$ cat config.mk
export PLATFORM = sky130hd
export DESIGN_NAME = ordered_queue_keyed_removal
export DESIGN_NICKNAME = d
export VERILOG_FILES = /design/src/hw/rtl/oqkr_pkg.sv /design/src/hw/rtl/oqkr_ram.sv /design/src/hw/rtl/ordered_queue_keyed_removal.sv
export SDC_FILE = /design/constraint.sdc
export NUM_CORES = 1
export LEC_CHECK = 0
export BUFFER_PORTS_ARGS = -buffer_cell sky130_fd_sc_hd__buf_2
export CORE_UTILIZATION = 35
export DETAILED_ROUTE_END_ITERATION = 7
export SETUP_SLACK_MARGIN = 0.05
export SYNTH_ARGS = -nofsm -noshare
export SYNTH_HDL_FRONTEND = slang
export SYNTH_SLANG_ARGS = --single-unit
export TNS_END_PERCENT = 20
$ cat constraint.sdc
create_clock -name clk -period 5.2 [get_ports clk]
set_input_delay 0.26 -clock clk [delete_from_list [all_inputs] [get_ports clk]]
set_output_delay 0.26 -clock clk [all_outputs]
set_load 0.005 [all_outputs]
$ cat src/hw/rtl/oqkr_pkg.sv
`default_nettype none

package oqkr_pkg;

  localparam int KEY_W = 16;
  localparam int HDL_W = 16;
  localparam int OP_W  = 2;
  localparam int ST_W  = 2;

  localparam logic [OP_W-1:0] OP_INSERT = 2'd0;
  localparam logic [OP_W-1:0] OP_REMOVE = 2'd1;
  localparam logic [OP_W-1:0] OP_SEARCH = 2'd2;

  localparam logic [ST_W-1:0] ST_OK        = 2'd0;
  localparam logic [ST_W-1:0] ST_NOT_FOUND = 2'd1;
  localparam logic [ST_W-1:0] ST_FULL      = 2'd2;

  typedef struct packed {
    logic [HDL_W-1:0] handle;
    logic [KEY_W-1:0] key;
  } entry_t;

endpackage

`default_nettype wire

$ cat src/hw/rtl/oqkr_ram.sv
`default_nettype none

module oqkr_ram #(
  parameter int WIDTH = 32,
  parameter int DEPTH = 16
) (
  input  wire logic                     clk,
  input  wire logic                     we,
  input  wire logic [$clog2(DEPTH)-1:0] waddr,
  input  wire logic [WIDTH-1:0]         wdata,
  input  wire logic [$clog2(DEPTH)-1:0] raddr,
  output logic      [WIDTH-1:0]         rdata
);

  logic [WIDTH-1:0] mem [DEPTH];

  always_ff @(posedge clk) begin
    if (we) begin
      mem[waddr] <= wdata;
    end
    rdata <= mem[raddr];
  end

endmodule

`default_nettype wire

$ cat src/hw/rtl/ordered_queue_keyed_removal.sv
// Ordered queue of up to DEPTH records, each a 16-bit key and a 16-bit handle.
// The input channel carries one operation per transfer: insert at the tail,
// remove the first record with a matching key, or search for it. Every input
// transfer yields exactly one result transfer with the found flag, the matched
// handle, a status code, the occupancy and an empty flag.
// Insert and no-op results need no scan: the operation passes from the start
// step straight to the finish step. Remove and search scan the queue from the
// head through one registered-read RAM port and a single key comparator, one
// entry per cycle; a remove then shifts each following record down by one entry
// per cycle through the same port. A search stops at the first matching record;
// a miss scans all count records, at most DEPTH, where count is the occupancy
// before the operation. The input is ready again in the cycle after the result
// is loaded.
// The next input is accepted once the result has been placed in the output
// register, so a waiting result does not block the next operation; only a
// second result waiting behind a stalled receiver holds the block.
// Reset empties the queue and drops any pending result. The RAM contents are
// not cleared; only entries below the occupancy are ever compared or copied.
`default_nettype none

module ordered_queue_keyed_removal
  import oqkr_pkg::*;
#(
  parameter int DEPTH = 16
) (
  input  wire logic                                              clk,
  input  wire logic                                              rst_n,
  input  wire logic                                              in_tvalid,
  output logic                                                   in_tready,
  // key [15:0], record_handle [31:16]
  input  wire logic [KEY_W+HDL_W-1:0]                            in_tdata,
  // operation [1:0]
  input  wire logic [OP_W-1:0]                                   in_tuser,
  output logic                                                   out_tvalid,
  input  wire logic                                              out_tready,
  // found [0], handle_out [16:1], status [18:17], occupancy, empty_res, zero padding
  output logic [((HDL_W+ST_W+$clog2(DEPTH+1)+9)/8)*8-1:0]        out_tdata
);

  localparam int CNT_W  = $clog2(DEPTH + 1);
  localparam int IDX_W  = $clog2(DEPTH);
  localparam int OUT_DW = ((HDL_W + ST_W + CNT_W + 9) / 8) * 8;

  localparam logic [2:0] S_IDLE  = 3'd0;
  localparam logic [2:0] S_START = 3'd1;
  localparam logic [2:0] S_SCAN  = 3'd2;
  localparam logic [2:0] S_SHIFT = 3'd3;
  localparam logic [2:0] S_FIN   = 3'd4;

  logic [2:0]        state_r, state_nxt;
  logic [CNT_W-1:0]  cnt_r, cnt_nxt;
  logic [CNT_W-1:0]  idx_r, idx_nxt;
  logic [OP_W-1:0]   op_r, op_nxt;
  logic [KEY_W-1:0]  key_r, key_nxt;
  logic [HDL_W-1:0]  hdl_r, hdl_nxt;
  logic              found_r, found_nxt;
  logic [HDL_W-1:0]  hout_r, hout_nxt;
  logic [ST_W-1:0]   status_r, status_nxt;
  logic              out_valid_r, out_valid_nxt;
  logic [OUT_DW-1:0] out_data_r, out_data_nxt;

  logic              ram_we;
  logic [IDX_W-1:0]  ram_waddr;
  entry_t            ram_wdata;
  logic [IDX_W-1:0]  ram_raddr;
  entry_t            ram_rdata;

  logic [CNT_W-1:0]  idx_plus1;
  logic [CNT_W-1:0]  idx_plus2;
  logic              in_xfer;

  assign idx_plus1 = idx_r + CNT_W'(1);
  assign idx_plus2 = idx_r + CNT_W'(2);
  assign in_tready = (state_r == S_IDLE);
  assign in_xfer   = in_tvalid && in_tready;

  oqkr_ram #(
    .WIDTH ($bits(entry_t)),
    .DEPTH (DEPTH)
  ) u_store (
    .clk   (clk),
    .we    (ram_we),
    .waddr (ram_waddr),
    .wdata (ram_wdata),
    .raddr (ram_raddr),
    .rdata (ram_rdata)
  );

  always_comb begin
    state_nxt     = state_r;
    cnt_nxt       = cnt_r;
    idx_nxt       = idx_r;
    op_nxt        = op_r;
    key_nxt       = key_r;
    hdl_nxt       = hdl_r;
    found_nxt     = found_r;
    hout_nxt      = hout_r;
    status_nxt    = status_r;
    out_valid_nxt = out_valid_r && !out_tready;
    out_data_nxt  = out_data_r;
    ram_we        = 1'b0;
    ram_waddr     = idx_r[IDX_W-1:0];
    ram_wdata     = ram_rdata;
    ram_raddr     = '0;

    case (state_r)
      S_IDLE: begin
        if (in_xfer) begin
          op_nxt    = in_tuser;
          key_nxt   = in_tdata[KEY_W-1:0];
          hdl_nxt   = in_tdata[KEY_W+HDL_W-1:KEY_W];
          state_nxt = S_START;
        end
      end
      S_START: begin
        found_nxt  = 1'b0;
        hout_nxt   = '0;
        status_nxt = ST_OK;
        idx_nxt    = '0;
        state_nxt  = S_FIN;
        case (op_r)
          OP_INSERT: begin
            if (cnt_r == CNT_W'(DEPTH)) begin
              status_nxt = ST_FULL;
            end else begin
              ram_we           = 1'b1;
              ram_waddr        = cnt_r[IDX_W-1:0];
              ram_wdata.key    = key_r;
              ram_wdata.handle = hdl_r;
              cnt_nxt          = cnt_r + CNT_W'(1);
            end
          end
          OP_REMOVE, OP_SEARCH: begin
            if (cnt_r == '0) begin
              status_nxt = ST_NOT_FOUND;
            end else begin
              state_nxt = S_SCAN;
            end
          end
          default: begin
            state_nxt = S_FIN;
          end
        endcase
      end
      S_SCAN: begin
        ram_raddr = idx_plus1[IDX_W-1:0];
        if (ram_rdata.key == key_r) begin
          found_nxt = 1'b1;
          hout_nxt  = ram_rdata.handle;
          state_nxt = S_FIN;
          if (op_r == OP_REMOVE) begin
            if (idx_plus1 == cnt_r) begin
              cnt_nxt = cnt_r - CNT_W'(1);
            end else begin
              state_nxt = S_SHIFT;
            end
          end
        end else if (idx_plus1 == cnt_r) begin
          status_nxt = ST_NOT_FOUND;
          state_nxt  = S_FIN;
        end else begin
          idx_nxt = idx_plus1;
        end
      end
      S_SHIFT: begin
        ram_we    = 1'b1;
        ram_waddr = idx_r[IDX_W-1:0];
        ram_wdata = ram_rdata;
        ram_raddr = idx_plus2[IDX_W-1:0];
        if (idx_plus2 == cnt_r) begin
          cnt_nxt   = cnt_r - CNT_W'(1);
          state_nxt = S_FIN;
        end else begin
          idx_nxt = idx_plus1;
        end
      end
      S_FIN: begin
        if (!out_valid_r || out_tready) begin
          out_valid_nxt = 1'b1;
          out_data_nxt  = OUT_DW'({(cnt_r == '0), cnt_r, status_r, hout_r, found_r});
          state_nxt     = S_IDLE;
        end
      end
      default: begin
        state_nxt = S_IDLE;
      end
    endcase
  end

  always_ff @(posedge clk) begin
    if (!rst_n) begin
      state_r     <= S_IDLE;
      cnt_r       <= '0;
      out_valid_r <= 1'b0;
    end else begin
      state_r     <= state_nxt;
      cnt_r       <= cnt_nxt;
      out_valid_r <= out_valid_nxt;
    end
  end

  always_ff @(posedge clk) begin
    idx_r      <= idx_nxt;
    op_r       <= op_nxt;
    key_r      <= key_nxt;
    hdl_r      <= hdl_nxt;
    found_r    <= found_nxt;
    hout_r     <= hout_nxt;
    status_r   <= status_nxt;
    out_data_r <= out_data_nxt;
  end

  assign out_tvalid = out_valid_r;
  assign out_tdata  = out_data_r;

`ifndef ASSERT_OFF
  a_cnt_bound: assert property (@(posedge clk) disable iff (!rst_n)
    cnt_r <= CNT_W'(DEPTH))
    else $error("occupancy exceeds the queue depth");

  a_shift_range: assert property (@(posedge clk) disable iff (!rst_n)
    (state_r == S_SHIFT) |-> (idx_plus1 < cnt_r))
    else $error("shift index runs past the last record");

  a_result_from_fin: assert property (@(posedge clk) disable iff (!rst_n)
    $rose(out_valid_r) |-> ($past(state_r) == S_FIN))
    else $error("result loaded outside the finish step");

  a_accept_busy: assert property (@(posedge clk) disable iff (!rst_n)
    in_xfer |=> (state_r == S_START))
    else $error("accepted operation did not start");
`endif

endmodule

`default_nettype wire

==> metrics, run 1 <==
status=complete, no violations; Crit. Startpoint=cnt_r[1]; Detail Route Antenna Nets=0; synth warn=0; setup ws final=around 1.1 ns; CTS root buffer=clkbuf_16; count leader, synth=edfxtp_1; max incr delay on CP=0.90 ns; largest net degree at the start of global routing=72; Wirelength per Cell=20.9 um; Max Root-Sink Buffers=3; CTS buffer count=68; fmax=around 0.24 GHz; min Tclk post-route=between 4 and 5 ns; clock slew at reported path FFs=~0.060 ns; Sink Count=636; r2r worst-path depth=7; TritonCTS clock tree=done; final hold viol count=0; hpwl dp=36900 um; layout cell share with drive strength beyond 1=13.5%; Die X=about 270 um; PostCTS Resize Cnt=0; top post-synthesis cells by area=edfxtp_1 (71%), nand2_1 (7.9%), a311oi_1 (3.3%); reg-to-reg slack, setup=1.10 ns; Cell Chain, Critical Path=nor4_1, nand2_1, nand2_1, or3_2, a31oi_1, nor2_4, buf_4; setup slack at placement=1.12 ns; clock skew=roughly 0.014 ns; Clock Latency Late Sink=0.61 ns; Net Sw Power=about 0.0023 W; Final #Nets=between 2000 and 2500; total gr overflow=0; ANT cells=0; Gate power share=under 10%; Final Cycle Share=between 70% and 80%; die height=approximately 270 um; Seq cells post-synth=636; DRC violations left=0; postcts setup bufs=0; Avg Inst Size Synth=roughly 13 um^2; final count of pins violating max slew=0; clock network power share=roughly 44%; leak pwr=10.0 nW; final non-filler cell total=around 3000; IO Pins=72; GRT Overall Usage=16.7%; Layout Utilization=roughly two fifths; top cells by count, synth=edfxtp_1 (595), nand2_1 (529), nand3_1 (134); CTS Hold Bufs=36; Worst Setup Path Type=reg -> reg; routed vias/inst=5.22; placed insts=2799; Syn Inst Count=1875; first-pass GRT wire length=93200 um; post-route cell area=slightly below 0.03 mm^2; Max VDD drop=233 uV; # rows=97; final setup fails=0; crit path capture=u_store.mem[14][3]; Core Box Area=0.0705 mm^2; cell mode on critical path=nand2_1; Worst Path Required=5.51 ns; FF-to-FF End=u_store.mem[14][3]; Via Count=15400; unique cell type count in the Yosys netlist=47; initial antenna violation count=1; H-tree depth=3; worst hold path type=in -> reg; internal power=roughly 0.0086 W; CP arrival=approximately 4.4 ns; Initial Util=35.7%; mapped cell area=0.0252 mm^2; I/O Buffers=64; Post-DP Area=between 0.02 and 0.03 mm^2; Synth Flop Type=edfxtp_1; setup TNS=0 ns; dominant cell type by area after synthesis=edfxtp_1; initial drt markers=about 1400; unrepaired setup endpoints after global routing=false; TritonRoute pass-1 iters=5; vias in the first global route=around 15000; synth-to-layout area growth=16.1%; WL final=61800 um; worst r2r src=cnt_r[1]; PwrDens=roughly 370 mW/mm^2; Least-Margin Pin Slew=1.16 ns; CP Launch Type=flop; GPL Wtd Cong=0.859; Post-synth ARST share=0%; critical path capture point type=flop; max-cap viol count=0; number of synthesized flops with an enable pin=595; sw frac=21.1%; worst rel slew slack=22.5%; sequential area share after synthesis=between 70% and 80%; die area=approximately 0.073 mm^2; post-synth top area share=71.0%; Max Fanout on Critical Path=between 40 and 50; slowest CP cell=or3_2; Flop pwr share=around 53%
==> sequential cells by signal (all words and copies together), names as in the netlist <==
signal,flops
cnt_r,5
found_r,1
hdl_r,16
hout_r,16
idx_r,5
key_r,16
op_r,2
out_tdata,25
out_tvalid,1
state_r,3
status_r,2
u_store.mem,512
u_store.rdata,32
==> cell families (layout without fill, tap and decap cells) <==
kind of cell,after synthesis,in the layout,share of synthesized area (%)
AO/OA/AOI/OAI,202,202,5.89
XOR/XNOR,33,33,1.15
adder cells (fa/ha/maj),9,9,0.478
buffers and inverters,145,283,2.62
flip-flops,636,636,74.3
multiplexers,35,35,1.56
other,1,7,0.0149
AND/OR/NAND/NOR,814,814,14.0
==> stage by stage <==
step | hold WS, ns | power, W
global route | 0.144 | 0.0112
CTS | 0.0912 | 0.0110
global placement | 0.401 | 0.00616
finish | 0.129 | 0.0109
detailed placement | 0.405 | 0.00617
floorplan | 0.359 | 0.00602
==> placed cells by master (no fill, tap or decap), types with 4 or more instances in the layout <==
cell type,count
a21o_1,4
a21oi_1,45
a311oi_1,96
a31oi_1,38
and2_1,16
and3_1,65
buf_12,6
buf_2,64
buf_4,38
bufinv_16,7
clkbuf_1,16
clkbuf_16,68
clkinv_1,12
clkinv_2,11
conb_1,7
dfxtp_1,41
dlygate4sd3_1,36
edfxtp_1,595
ha_1,8
inv_1,14
inv_6,4
mux2_2,33
nand2_1,526
nand2b_1,5
nand3_1,134
nor2_1,15
nor2_4,17
nor3_1,10
nor4_1,5
o21ai_0,5
o31ai_1,5
xnor2_1,8
xor2_1,25
==> critical path: cells and delay by family (launching register included) <==
| kind | cells | cell delay (ns) |
|---|---|---|
| AO/OA/AOI/OAI | 1 | 0.56 |
| AND/OR/NAND/NOR | 5 | 2.48 |
| buffers and inverters | 1 | 0.32 |
| flip-flops | 1 | 0.40 |
==> worst min-delay path by stage <==
stage,end,depth (start not counted),from,slack [ns]
5_1_grt,state_r[0],4,in_tvalid,0.14
6_report,state_r[0],4,in_tvalid,0.13
3_3_place_gp,out_tdata[18],0,status_r[1],0.40
4_1_cts,state_r[0],4,in_tvalid,0.09
2_1_floorplan,hdl_r[0],0,in_tdata[16],0.36
3_5_place_dp,out_tdata[16],0,hout_r[15],0.40
==> layer usage <==
layer / global-route usage, % / up-vias / wire length, um
met5: 0 / - / 0
met4: 4.95 / 0 / 1340
met3: 3.13 / 93 / 3980
met2: 25.3 / 548 / 28000
met1: 24.3 / 7726 / 28500
li1: - / 7071 / -
==> power groups by stage <==
stage               clock, W  combinational, W  sequential (W)
detailed placement         0          0.000335         0.00584
CTS                  0.00489          0.000358         0.00573
finish               0.00479          0.000353         0.00573
global route         0.00506          0.000385         0.00574
global placement           0          0.000328         0.00584
floorplan                  0          0.000208         0.00581
==> final cells by class <==
class	instances	area (um^2)
Clock buffer	84	1760
Clock inverter	40	445
Fill cell	6471	41300
Inverter	15	56.3
Multi-Input combinational cell	1100	5990
Sequential cell	636	18700
Tap cell	940	1180
Timing Repair Buffer	144	1090
(Power assumes the default switching activity.)
==> run 2: changes to the inputs <==
- clock period: 5.2 -> 4.1 ns (I/O delays scaled with it)
==> metrics, run 2 (synthesis results as in run 1) <==
IO Pins=72; GPL Wtd Cong=0.772; initial drt markers=1212; max-cap viol count=0; initial antenna violation count=1; # rows=97; Worst Setup Path Type=reg -> reg; routed vias/inst=5.12; synth-to-layout area growth=16.2%; Wirelength per Cell=around 20 um; Sink Count=636; Die X=270 um; WL final=58400 um; Core Box Area=0.0705 mm^2; H-tree depth=2; commonest non-fill, non-tap cell in the layout=edfxtp_1; leak pwr=10.0 nW; Detail Route Antenna Nets=0; Clock Latency Late Sink=around 0.65 ns; hpwl dp=31400 um; status=complete, no violations; final hold viol count=0; Layout Utilization=41.4%; Net Sw Power=0.00273 W; min Tclk post-route=around 3.3 ns; layout cell share with drive strength beyond 1=13.2%; Max VDD drop=316 uV; Flop pwr share=between 50% and 60%; sw frac=roughly 20%; final count of pins violating max slew=0; commonest cells after routing, fill and taps aside=edfxtp_1 (595), nand2_1 (526), nand3_1 (134); Max Root-Sink Buffers=3; fmax=0.305 GHz; worst rel slew slack=26.5%; Least-Margin Pin Slew=1.10 ns; largest net degree at the start of global routing=109; die height=270 um; internal power=between 0.01 and 0.015 W; Worst Path Required=around 4.4 ns; GRT Overall Usage=around 16%; CTS buffer count=60; CP arrival=3.55 ns; clock network power share=42.5%; post-route cell area=0.0292 mm^2; Max Fanout on Critical Path=22; Final #Nets=around 2000; worst hold path type=in -> reg; Via Count=15100; clock slew at reported path FFs=0.07 ns; Largest register FFs=512; final setup fails=0; Initial Util=35.7%; die area=0.0729 mm^2; Final Cycle Share=79.9%; CP Launch Type=flop; TritonCTS clock tree=done; Post-DP Area=~0.027 mm^2; CTS root buffer=clkbuf_16; total gr overflow=0; first-pass GRT wire length=approximately 90000 um; unrepaired setup endpoints after global routing=false; clock skew=~0.031 ns; postcts setup bufs=0; critical path capture point type=flop; setup TNS=0 ns; TritonRoute pass-1 iters=7; I/O Buffers=64; DRC violations left=0; Gate power share=~3.3%; PwrDens=458 mW/mm^2; vias in the first global route=14900; Top reg by flops=u_store.mem
run 2: area by class of cell:
cell class                      instances  area [um^2]
Antenna cell                            1         2.50
Clock buffer                           83         1680
Clock inverter                         30          345
Fill cell                            6384        41300
Inverter                               15         56.3
Multi-Input combinational cell       1100         5990
Sequential cell                       636        18700
Tap cell                              940         1180
Timing Repair Buffer                  150         1290
run 2: repair_timing:
item | in CTS | in global routing
setup endpoints to repair | 0 | 0
gates resized for setup | 0 | 0
hold endpoints to repair | 40 | 0
hold buffers | 38 | 0
run 2: power by group through the flow:
stage / combinational [W] / sequential, W / clock, W
2_1_floorplan: 0.000264 / 0.00737 / 0
5_1_grt: 0.000482 / 0.00727 / 0.00602
3_3_place_gp: 0.000404 / 0.00740 / 0
4_1_cts: 0.000443 / 0.00726 / 0.00580
3_5_place_dp: 0.000413 / 0.00740 / 0
6_report: 0.000439 / 0.00726 / 0.00568
run 2: worst max-delay path: stages, from the launching register on:
cell and delay, ns:
dfxtp_1 0.57, nor4_1 0.13, nand2_1 0.11, nand2_1 0.09
or3_2 0.58, mux2_2 0.29, nand2_1 0.23, nor2_4 0.40
buf_4 0.47
run 2: path summary, 6_finish.rpt:
check / slack [ns] / cells after the start / startpoint / to
setup / recovery: 0.83 / 8 / cnt_r[2] / u_store.mem[7][4]
hold / removal: 0.26 / 2 / in_tdata[4] / key_r[4]
setup reg to reg: 0.83 / 8 / cnt_r[2] / u_store.mem[7][4]
hold reg to reg: 0.42 / 0 / hout_r[11] / out_tdata[12]
run 2: per-stage QoR:
stage	hold slack, ns	cells	worst slack (ns)	total power, W
after global routing	0.246	2954	0.613	0.0138
after detailed placement	0.383	2803	0.864	0.00781
after CTS	0.225	2954	0.818	0.0135
after floorplan	0.304	1881	0.540	0.00763
final	0.265	2955	0.826	0.0134
after global placement	0.381	2803	0.903	0.00780
run 2: routing by layer:
| layer | vias up | GRT usage (%) | part of all wire [%] |
|---|---|---|---|
| met5 | - | 0 | 0 |
| met2 | 453 | 25.2 | 46 |
| li1 | 7067 | - | - |
| met1 | 7527 | 22.3 | 46 |
| met4 | 0 | 5.04 | 2.4 |
| met3 | 93 | 2.60 | 5.6 |
==> run 3: changes to the inputs <==
- clock period: 4.1 -> 3.1 ns (I/O delays scaled with it)
==> metrics, run 3 (synthesis results as in run 1) <==
Max Root-Sink Buffers=3; Detail Route Antenna Nets=0; Wirelength per Cell=20.7 um; slowest CP cell=or3_2; CTS buffer count=67; Final Cycle Share=about 92%; Initial Util=~36%; # rows=97; clock skew=0.0238 ns; final setup fails=0; layout cell share with drive strength beyond 1=16.4%; worst hold margin=0.271 ns; GRT Overall Usage=17.0%; TritonCTS clock tree=done; max incr delay on CP=0.61 ns; max-cap viol count=0; leak pwr=10.5 nW; synth-to-layout area growth=19.1%; fmax=between 0.3 and 0.4 GHz; cell mode on critical path=nand2_1; Least-Margin Pin Slew=roughly 0.55 ns; critical path capture point type=flop; first-pass GRT wire length=94600 um; reg-to-reg slack, setup=0.24 ns; unrepaired setup endpoints after global routing=false; Layout Utilization=between 40 and 50%; Clock Latency Late Sink=0.60 ns; commonest non-fill, non-tap cell in the layout=edfxtp_1; DRC violations left=0; Max VDD drop=383 uV; final hold viol count=0; CTS root buffer=clkbuf_16; die height=270 um; sequential cell area=between 0.015 and 0.02 mm^2; Via Count=15800; Core Box Area=0.0705 mm^2; initial drt markers=1509; GPL Wtd Cong=0.892; clock slew at reported path FFs=0.07 ns; Final #Nets=slightly above 2000; Worst Setup Path Type=reg -> reg; Cell Chain, Critical Path=inv_1, ha_1, nand2_1, or3_2, mux2i_1, nand2_1, nor2_4, buf_4; vias in the first global route=15400; WL final=62600 um; total gr overflow=0; CP arrival=3.11 ns; CP Launch Type=flop; status=complete, no violations; Max Fanout on Critical Path=21; setup TNS=0 ns; min Tclk post-route=between 2 and 3 ns; Sink Count=about 640; hpwl dp=38200 um; H-tree depth=3; die area=approximately 0.073 mm^2; area of the multi-input gates=0.00599 mm^2; TritonRoute pass-1 iters=5; final count of pins violating max slew=0; Worst Path Required=3.35 ns; Die X=270 um; initial antenna violation count=1; ANT cells=0; PwrDens=614 mW/mm^2; routed vias/inst=5.22; commonest cells after routing, fill and taps aside=edfxtp_1 (595), nand2_1 (525), nand3_1 (134); # fillers=6341; I/O Buffers=64; Largest register FFs=between 500 and 600; Top reg by flops=u_store.mem; worst rel slew slack=63.0%; worst hold path type=in -> reg; largest net degree at the start of global routing=65; IO Pins=about 70
==> run 3: final cells by class <==
| class | instances | share of cell area, % |
|---|---|---|
| timing repair buffer | 211 | 6.02 |
| sequential | 636 | 62.4 |
| clock buffer | 90 | 6.33 |
| inverter | 15 | 0.188 |
| clock inverter | 28 | 1.17 |
| tap | 940 | 3.92 |
| multi-input combinational | 1100 | 20.0 |
==> run 3: layer usage <==
metal / vias to the layer above / GRT usage [%] / wire length (um)
li1: 7201 / - / -
met1: 7804 / 24.7 / 28000
met2: 668 / 26.3 / 28400
met3: 93 / 3.17 / 4950
met4: 0 / 4.47 / 1260
met5: - / 0 / 0
==> run 3: critical path, delay by kind of cell, from the launching register on <==
kind	cells	cell delay (ns)
AND/OR/NAND/NOR	4	1.16
buffers and inverters	2	0.43
flip-flops	1	0.43
multiplexers	1	0.29
adder cells (fa/ha/maj)	1	0.18
==> run 3: power by group <==
group | internal, W | switching, W
combinational | 0.000219 | 0.000436
sequential | 0.00953 | 0.0000658
clock | 0.00490 | 0.00324
==> run 3: path summary, 6_finish.rpt <==
path / startpoint / cells past startpoint / to
max: op_r[0] / 8 / u_store.mem[0][16]
min: in_tdata[30] / 2 / hdl_r[14]
max reg2reg: op_r[0] / 8 / u_store.mem[0][16]
min reg2reg: found_r / 0 / out_tdata[0]
==> run 3: repair_timing <==
item,4_1_cts,5_1_grt
gates resized for setup,0,1
buffers inserted,0,0
setup endpoints to repair,0,6
hold buffers,37,0
hold endpoints to repair,40,0
==> run 3: metrics by stage <==
step / total power (W) / worst slack [ns] / instances / area [um^2]
after global routing: 0.0189 / 0.0743 / 3020 / 30000
final: 0.0184 / 0.236 / 3020 / 30000
after CTS: 0.0186 / 0.183 / 3020 / 30000
after global placement: 0.0104 / 0.250 / 2865 / 27300
after floorplan: 0.0101 / -0.460 / 1881 / 25200
after detailed placement: 0.0104 / 0.233 / 2865 / 27300
